## src/design/sha256_pkg.sv

```systemverilog
`timescale 1ns / 1ps

package sha256_pkg;

    localparam int WordBits   = 32;
    localparam int BlockWords = 16;
    localparam int ChainWords = 8;
    localparam int CountBits  = 61;
    localparam int LenBits    = 64;

    typedef logic [WordBits-1:0] word_t;

    typedef enum logic [2:0] {
        ST_IDLE,
        ST_PAD,
        ST_ROUND,
        ST_UPDATE,
        ST_OUTPUT
    } state_t;

    localparam logic [7:0] PadMarker  = 8'h80;
    localparam logic [5:0] LenStart   = 6'd56;
    localparam logic [5:0] LastByte   = 6'd63;
    localparam logic [5:0] LastRound  = 6'd63;
    localparam logic [2:0] LastWord   = 3'd7;

    localparam word_t ChainInit [ChainWords] = '{
        32'h6a09e667, 32'hbb67ae85, 32'h3c6ef372, 32'ha54ff53a,
        32'h510e527f, 32'h9b05688c, 32'h1f83d9ab, 32'h5be0cd19
    };

    localparam word_t RoundK [64] = '{
        32'h428a2f98, 32'h71374491, 32'hb5c0fbcf, 32'he9b5dba5,
        32'h3956c25b, 32'h59f111f1, 32'h923f82a4, 32'hab1c5ed5,
        32'hd807aa98, 32'h12835b01, 32'h243185be, 32'h550c7dc3,
        32'h72be5d74, 32'h80deb1fe, 32'h9bdc06a7, 32'hc19bf174,
        32'he49b69c1, 32'hefbe4786, 32'h0fc19dc6, 32'h240ca1cc,
        32'h2de92c6f, 32'h4a7484aa, 32'h5cb0a9dc, 32'h76f988da,
        32'h983e5152, 32'ha831c66d, 32'hb00327c8, 32'hbf597fc7,
        32'hc6e00bf3, 32'hd5a79147, 32'h06ca6351, 32'h14292967,
        32'h27b70a85, 32'h2e1b2138, 32'h4d2c6dfc, 32'h53380d13,
        32'h650a7354, 32'h766a0abb, 32'h81c2c92e, 32'h92722c85,
        32'ha2bfe8a1, 32'ha81a664b, 32'hc24b8b70, 32'hc76c51a3,
        32'hd192e819, 32'hd6990624, 32'hf40e3585, 32'h106aa070,
        32'h19a4c116, 32'h1e376c08, 32'h2748774c, 32'h34b0bcb5,
        32'h391c0cb3, 32'h4ed8aa4a, 32'h5b9cca4f, 32'h682e6ff3,
        32'h748f82ee, 32'h78a5636f, 32'h84c87814, 32'h8cc70208,
        32'h90befffa, 32'ha4506ceb, 32'hbef9a3f7, 32'hc67178f2
    };

    function automatic word_t big_sigma0(input word_t x);
        return {x[1:0], x[31:2]} ^ {x[12:0], x[31:13]} ^ {x[21:0], x[31:22]};
    endfunction

    function automatic word_t big_sigma1(input word_t x);
        return {x[5:0], x[31:6]} ^ {x[10:0], x[31:11]} ^ {x[24:0], x[31:25]};
    endfunction

    function automatic word_t small_sigma0(input word_t x);
        return {x[6:0], x[31:7]} ^ {x[17:0], x[31:18]} ^ {3'b000, x[31:3]};
    endfunction

    function automatic word_t small_sigma1(input word_t x);
        return {x[16:0], x[31:17]} ^ {x[18:0], x[31:19]} ^ {10'd0, x[31:10]};
    endfunction

endpackage

```

## src/design/sha256_ifs.sv

```systemverilog
`timescale 1ns / 1ps

interface sha256_byte_if;
    logic       valid;
    logic       ready;
    logic [7:0] data_byte;
    logic       byte_valid;
    logic       end_of_message;

    modport source (output valid, output data_byte, output byte_valid,
                    output end_of_message, input ready);
    modport sink   (input valid, input data_byte, input byte_valid,
                    input end_of_message, output ready);
endinterface

interface sha256_digest_if;
    logic        valid;
    logic        ready;
    logic [31:0] digest_word;
    logic [2:0]  word_index;
    logic        last_word;

    modport source (output valid, output digest_word, output word_index,
                    output last_word, input ready);
    modport sink   (input valid, input digest_word, input word_index,
                    input last_word, output ready);
endinterface

```

## src/design/sha256_message_hasher_core.sv

```systemverilog
`timescale 1ns / 1ps
// Channel  Side  Words carry                                Handshake
// msg      in    data_byte, byte_valid, end_of_message      valid / ready
// digest   out   digest_word, word_index, last_word         valid / ready
//
// A byte that neither completes a block nor ends the message keeps msg.ready high.
// The 64th byte of a block starts the rounds in the shared round unit, then the
// result is folded into the chain words; msg.ready is low meanwhile.
// End of message shifts padding and length through the same path in one byte
// per cycle, save while compressing (up to two blocks), then offers the eight
// digest words, one per accepted word. Reset is asynchronous and loads the initial chain words.
module sha256_message_hasher_core import sha256_pkg::*; (
    input  logic            clk,
    input  logic            rst_n,
    sha256_byte_if.sink     msg,
    sha256_digest_if.source digest
);

    state_t               state_reg, state_next;
    word_t                chain_reg [ChainWords];
    word_t                sched_reg [BlockWords];
    word_t                vars_reg  [ChainWords];
    logic [5:0]           fill_reg;
    logic [CountBits-1:0] count_reg;
    logic [CountBits-1:0] count_next;
    logic [LenBits-1:0]   len_reg;
    logic [5:0]           round_reg;
    logic [2:0]           out_idx_reg;
    logic                 in_pad_reg;
    logic                 marker_done_reg;
    logic                 spill_reg;
    logic                 final_reg;

    logic  msg_fire;
    logic  digest_fire;
    logic  shift_en;
    logic  len_zone;
    logic  block_full;
    logic  [7:0] shift_byte;
    word_t t1, t2, w_new;

    assign msg.ready   = (state_reg == ST_IDLE);
    assign digest.valid = (state_reg == ST_OUTPUT);
    assign msg_fire    = msg.valid & msg.ready;
    assign digest_fire = digest.valid & digest.ready;

    assign digest.digest_word = chain_reg[out_idx_reg];
    assign digest.word_index  = out_idx_reg;
    assign digest.last_word   = (out_idx_reg == LastWord);

    assign count_next = count_reg + CountBits'(msg.byte_valid);

    // Length bytes go only into the block that holds the marker below byte 56,
    // or into the zero block that follows a spill.
    assign len_zone = marker_done_reg && !spill_reg && (fill_reg >= LenStart);

    always_comb
    begin
        shift_en   = 1'b0;
        shift_byte = msg.data_byte;
        case (state_reg)
            ST_IDLE:
            begin
                shift_en   = msg_fire & msg.byte_valid;
                shift_byte = msg.data_byte;
            end
            ST_PAD:
            begin
                shift_en = 1'b1;
                if (!marker_done_reg)
                    shift_byte = PadMarker;
                else if (len_zone)
                    shift_byte = len_reg[LenBits-1 -: 8];
                else
                    shift_byte = 8'h00;
            end
            default:
            begin
                shift_en   = 1'b0;
                shift_byte = msg.data_byte;
            end
        endcase
    end

    assign block_full = shift_en && (fill_reg == LastByte);

    always_comb
    begin
        state_next = state_reg;
        case (state_reg)
            ST_IDLE:
            begin
                if (msg_fire)
                begin
                    if (block_full)
                        state_next = ST_ROUND;
                    else if (msg.end_of_message)
                        state_next = ST_PAD;
                end
            end
            ST_PAD:
            begin
                if (block_full)
                    state_next = ST_ROUND;
            end
            ST_ROUND:
            begin
                if (round_reg == LastRound)
                    state_next = ST_UPDATE;
            end
            ST_UPDATE:
            begin
                if (final_reg)
                    state_next = ST_OUTPUT;
                else if (in_pad_reg)
                    state_next = ST_PAD;
                else
                    state_next = ST_IDLE;
            end
            ST_OUTPUT:
            begin
                if (digest_fire && digest.last_word)
                    state_next = ST_IDLE;
            end
            default:
            begin
                state_next = ST_IDLE;
            end
        endcase
    end

    // One compression round and one schedule step per cycle.
    always_comb
    begin
        t1 = vars_reg[7] + big_sigma1(vars_reg[4])
           + ((vars_reg[4] & vars_reg[5]) ^ (~vars_reg[4] & vars_reg[6]))
           + RoundK[round_reg] + sched_reg[0];
        t2 = big_sigma0(vars_reg[0])
           + ((vars_reg[0] & vars_reg[1]) ^ (vars_reg[0] & vars_reg[2])
              ^ (vars_reg[1] & vars_reg[2]));
        w_new = small_sigma1(sched_reg[14]) + sched_reg[9]
              + small_sigma0(sched_reg[1]) + sched_reg[0];
    end

    always_ff @(posedge clk or negedge rst_n)
    begin
        if (!rst_n)
        begin
            state_reg       <= ST_IDLE;
            fill_reg        <= '0;
            count_reg       <= '0;
            round_reg       <= '0;
            out_idx_reg     <= '0;
            in_pad_reg      <= 1'b0;
            marker_done_reg <= 1'b0;
            spill_reg       <= 1'b0;
            final_reg       <= 1'b0;
            for (int i = 0; i < ChainWords; i++)
                chain_reg[i] <= ChainInit[i];
        end
        else
        begin
            state_reg <= state_next;

            if (shift_en)
                fill_reg <= fill_reg + 6'd1;

            if (msg_fire && msg.byte_valid)
                count_reg <= count_next;

            if (msg_fire && msg.end_of_message)
                in_pad_reg <= 1'b1;

            if (state_reg == ST_PAD && !marker_done_reg)
                marker_done_reg <= 1'b1;

            if (block_full)
                spill_reg <= 1'b0;
            else if (state_reg == ST_PAD && !marker_done_reg && fill_reg >= LenStart)
                spill_reg <= 1'b1;

            if (block_full && state_reg == ST_PAD && marker_done_reg && !spill_reg)
                final_reg <= 1'b1;

            if (block_full)
                round_reg <= '0;
            else if (state_reg == ST_ROUND)
                round_reg <= round_reg + 6'd1;

            if (state_reg == ST_UPDATE)
            begin
                for (int i = 0; i < ChainWords; i++)
                    chain_reg[i] <= chain_reg[i] + vars_reg[i];
            end

            if (digest_fire)
            begin
                out_idx_reg <= out_idx_reg + 3'd1;
                if (digest.last_word)
                begin
                    for (int i = 0; i < ChainWords; i++)
                        chain_reg[i] <= ChainInit[i];
                    count_reg       <= '0;
                    in_pad_reg      <= 1'b0;
                    marker_done_reg <= 1'b0;
                    spill_reg       <= 1'b0;
                    final_reg       <= 1'b0;
                end
            end
        end
    end

    // Block bytes shift in big-endian through the schedule line, which then
    // rolls one word per round during compression.
    always_ff @(posedge clk)
    begin
        if (msg_fire && msg.end_of_message)
            len_reg <= {count_next, 3'b000};
        else if (state_reg == ST_PAD && len_zone)
            len_reg <= {len_reg[LenBits-9:0], 8'h00};

        if (shift_en)
        begin
            for (int i = 0; i < BlockWords - 1; i++)
                sched_reg[i] <= {sched_reg[i][23:0], sched_reg[i+1][31:24]};
            sched_reg[BlockWords-1] <= {sched_reg[BlockWords-1][23:0], shift_byte};
        end
        else if (state_reg == ST_ROUND)
        begin
            for (int i = 0; i < BlockWords - 1; i++)
                sched_reg[i] <= sched_reg[i+1];
            sched_reg[BlockWords-1] <= w_new;
        end

        if (block_full)
        begin
            for (int i = 0; i < ChainWords; i++)
                vars_reg[i] <= chain_reg[i];
        end
        else if (state_reg == ST_ROUND)
        begin
            vars_reg[7] <= vars_reg[6];
            vars_reg[6] <= vars_reg[5];
            vars_reg[5] <= vars_reg[4];
            vars_reg[4] <= vars_reg[3] + t1;
            vars_reg[3] <= vars_reg[2];
            vars_reg[2] <= vars_reg[1];
            vars_reg[1] <= vars_reg[0];
            vars_reg[0] <= t1 + t2;
        end
    end

endmodule

```

## src/flat_wrapper.sv

```systemverilog
// flat-port wrapper written by rule: the top's interface ports become plain ports
module sha256_message_hasher_core_flat import sha256_pkg::*;
  (clk, rst_n, msg_valid, msg_data_byte, msg_byte_valid, msg_end_of_message, msg_ready, digest_valid, digest_digest_word, digest_word_index, digest_last_word, digest_ready);
  sha256_byte_if msg_i ();
  sha256_digest_if digest_i ();
  input  logic clk;
  input  logic rst_n;
  input wire logic [$bits(msg_i.valid)-1:0] msg_valid;
  input wire logic [$bits(msg_i.data_byte)-1:0] msg_data_byte;
  input wire logic [$bits(msg_i.byte_valid)-1:0] msg_byte_valid;
  input wire logic [$bits(msg_i.end_of_message)-1:0] msg_end_of_message;
  output wire logic [$bits(msg_i.ready)-1:0] msg_ready;
  output wire logic [$bits(digest_i.valid)-1:0] digest_valid;
  output wire logic [$bits(digest_i.digest_word)-1:0] digest_digest_word;
  output wire logic [$bits(digest_i.word_index)-1:0] digest_word_index;
  output wire logic [$bits(digest_i.last_word)-1:0] digest_last_word;
  input wire logic [$bits(digest_i.ready)-1:0] digest_ready;
  assign msg_i.valid = msg_valid;
  assign msg_i.data_byte = msg_data_byte;
  assign msg_i.byte_valid = msg_byte_valid;
  assign msg_i.end_of_message = msg_end_of_message;
  assign msg_ready = msg_i.ready;
  assign digest_valid = digest_i.valid;
  assign digest_digest_word = digest_i.digest_word;
  assign digest_word_index = digest_i.word_index;
  assign digest_last_word = digest_i.last_word;
  assign digest_i.ready = digest_ready;
  sha256_message_hasher_core u_core (.clk(clk), .rst_n(rst_n), .msg(msg_i), .digest(digest_i));
endmodule
```

## config.mk

```make
export PLATFORM = sky130hd
export DESIGN_NAME = sha256_message_hasher_core_flat
export DESIGN_NICKNAME = d
export VERILOG_FILES = /design/src/design/sha256_pkg.sv /design/src/design/sha256_ifs.sv /design/src/design/sha256_message_hasher_core.sv /design/src/flat_wrapper.sv
export SDC_FILE = /design/constraint.sdc
export NUM_CORES = 2
export LEC_CHECK = 0
export BUFFER_PORTS_ARGS = -buffer_cell sky130_fd_sc_hd__buf_2
export CAP_MARGIN = 15
export CORE_UTILIZATION = 45
export CTS_CLUSTER_DIAMETER = 60
export DETAILED_ROUTE_END_ITERATION = 6
export GPL_TIMING_DRIVEN = 1
export PLACE_DENSITY = 0.72
export SYNTH_ARGS = -nofsm -noshare
export SYNTH_HDL_FRONTEND = slang
export SYNTH_SLANG_ARGS = --single-unit
```

## constraint.sdc

```tcl
create_clock -name clk -period 18.2 [get_ports clk]
set_input_delay 2.73 -clock clk [delete_from_list [all_inputs] [get_ports clk]]
set_output_delay 2.73 -clock clk [all_outputs]
set_load 0.05 [all_outputs]
```

==> metrics.yaml <==
clock_network:
  insertion_delay_ps: 820
  clk_path_buf_depth: 3
  htree_levels: 4
  cts.clk_slew.worst_paths_ps: 60
  cts_root_buffer: "clkbuf_16"
  cts_setup_buffers: 0
  cts.sink_count: 1168
  ctsHoldBuffers: 0
  cts_tree: "done"
  post_cts_resized: 0
  numCtsBuffers: 138
timing:
  finalSetupTns_ps: 0
  fin_skew_ps: 40.5
  fmax_mhz: 95.3
  final_max_slew_viol_count: 0
  slew_headroom: 0.0796
  period_needed_ps: 10490
  hold_viol: 0
  setup_viol: 0
  fin_crit_sh: 0.576
  worst_pin_slew_ps: 1380
  rsz0062_at_grt: "false"
floorplanning:
  core_area_sq_mm: 0.174
  die_area_sq_mm: 0.177
  start_util: 0.453
  die_w_microns: 420
  row_count: 153
  die_h_microns: 420
  boundaryPins: 52
setup_path:
  startpoint_type: "register"
  critPathMaxFanout: 16
  worstPathArrival_ps: 11030
  required_ps: 18730
  critical_path.top_delay_family: "adder cells"
  cp_num_buf_inv: 3
  cp-end-kind: "register"
  crit_top_cell: "fa_1"
  slowest_delay_ps: 720
  r2r_start: "u_core.round_reg[1]$_DFFE_PN0P_"
  crit_slowest_cell: "ha_1"
  crit_start: "u_core.round_reg[1]$_DFFE_PN0P_"
  worst-setup-path-type: "reg2reg"
routing:
  drt_iter0_drc: 6864
  drc: 7
  ant_nets: 0
  vias: 63300
  wl_per_cell_microns: 22.1
  via_per_inst: 5.85
  firstDrtPassIters: 7
  routed_wl_microns: 239000
global_route:
  grt_pass1_wl_microns: 365000
  grt-ovfl-total: 0
  grt_pass1_vias: 60400
  antenna_found_initial: 6
  grt_usage: 0.269
  grt_max_degree: 230
run:
  cap_violations: 0
status:
  status: "finished with violations"
  violations: "design-rule violations"
synth:
  synth_area_sq_mm: 0.0788
  synth_edf_count: 829
  avgSynthCellArea_sq_um: 9.15
  async_reset_ff_frac: 0.290
  synth.distinct_cells: 90
  yosysSeqAreaShare: 0.426
  synthFlopType: "edfxtp_1"
  syn_inst: 8611
  syn_nets: 9217
  synth_seq_cells: 1168
  yosys_warnings: 0
power:
  cellLeakagePower_uw: 0.0361
  ir_worst_vdd_mv: 0.101
  power_density_mw_per_mm2: 66.4
place:
  globalplace.congestion: 0.951
  placed_cells: 10600
  portBuffers: 51
  hpwl_microns: 172000
cells_and_area:
  mostFrequentLayoutCells: "nand2_1 (2641), edfxtp_1 (829), a21oi_1 (491), xnor2_1 (433), o21ai_0 (432)"
  nets: 8977
  regArea_sq_mm: 0.0336
  multiInputGateArea_sq_mm: 0.0423
  nFillCells: 16000
  drive_gt1_frac: 0.0732
  final_common_cell: "nand2_1"
  syn2layout_area_growth_pct: 8.31
  final_cells: 10800
  largest_register_ffs: 512
min_path:
  min_from: "u_core.fill_reg[5]$_DFFE_PN0P_"
  min_path_type: "reg2reg"
Yosys cell counts, types with 136 or more instances:
master,n,area share
a21o_1,167,0.016
xnor2_1,433,0.048
dfrtp_1,203,0.064
nor2_1,353,0.017
fa_1,195,0.050
o21ai_0,432,0.027
a21oi_1,491,0.031
clkbuf_1,450,0.021
xor2_1,215,0.024
edfxtp_1,829,0.32
nand2_1,2646,0.13
dfstp_2,136,0.045
ha_1,397,0.063
inv_1,306,0.015
cells by family after synthesis:
kind of cell	Yosys count	synth area share
adder cells (fa/ha/maj)	618	0.116
XOR/XNOR	648	0.0720
multiplexers	155	0.0315
AND/OR/NAND/NOR	3581	0.187
AO/OA/AOI/OAI	1640	0.129
flip-flops	1168	0.426
buffers and inverters	801	0.0384
worst paths after layout:
path,to,slack [ps],depth (start not counted)
worst min register to register,u_core.fill_reg[5]$_DFFE_PN0P_,480,1
worst max-delay path,u_core.vars_reg[0][31]$_DFFE_PP_,7710,35
worst max register to register,u_core.vars_reg[0][31]$_DFFE_PP_,7710,35
worst min-delay path,u_core.fill_reg[5]$_DFFE_PN0P_,480,1
min in group asynchronous,u_core.chain_reg[167]$_DFF_PN0_,1930,1
max in group asynchronous,u_core.digest.word_index[0]$_DFFE_PN0P_,13920,3
per-stage QoR:
step | setup slack [ps] | power, uW | hold slack, ps | utilization | area [sq um]
global route | 7210 | 5800 | 517 | 0.491 | 85300
floorplan | 2490 | 2880 | 445 | - | 78800
finish | 7710 | 5670 | 484 | 0.491 | 85300
CTS | 7810 | 5700 | 482 | 0.491 | 85300
global placement | 7950 | 2900 | 461 | 0.464 | 80700
detailed placement | 7870 | 2900 | 470 | 0.464 | 80700
area by class of cell:
class,instances,share of cell area
diodes,2,0.0000587
clock buffers,182,0.0442
clock inverters,73,0.00955
inverters,309,0.0137
multi-input cells,6642,0.496
flip-flops and latches,1168,0.393
well taps,2325,0.0341
repair buffers,112,0.00947
routing by layer:
layer	vias to the layer above	GRT usage	part of all wire
li1	29200	-	-
met1	30800	0.374	0.42
met2	2800	0.413	0.45
met3	510	0.0393	0.080
met4	6	0.125	0.050
met5	-	0	0.00017
where the power goes:
| group | leakage, uW | switching [uW] | total (uW) | internal [uW] |
|---|---|---|---|---|
| clock | 0.00223 | 1220 | 2820 | 1600 |
| sequential | 0.0118 | 0 | 2820 | 2820 |
| combinational | 0.0221 | 18.4 | 20.4 | 2.02 |
| total | 0.0361 | 1240 | 5670 | 4430 |
Power figures use the tool's default switching activity.
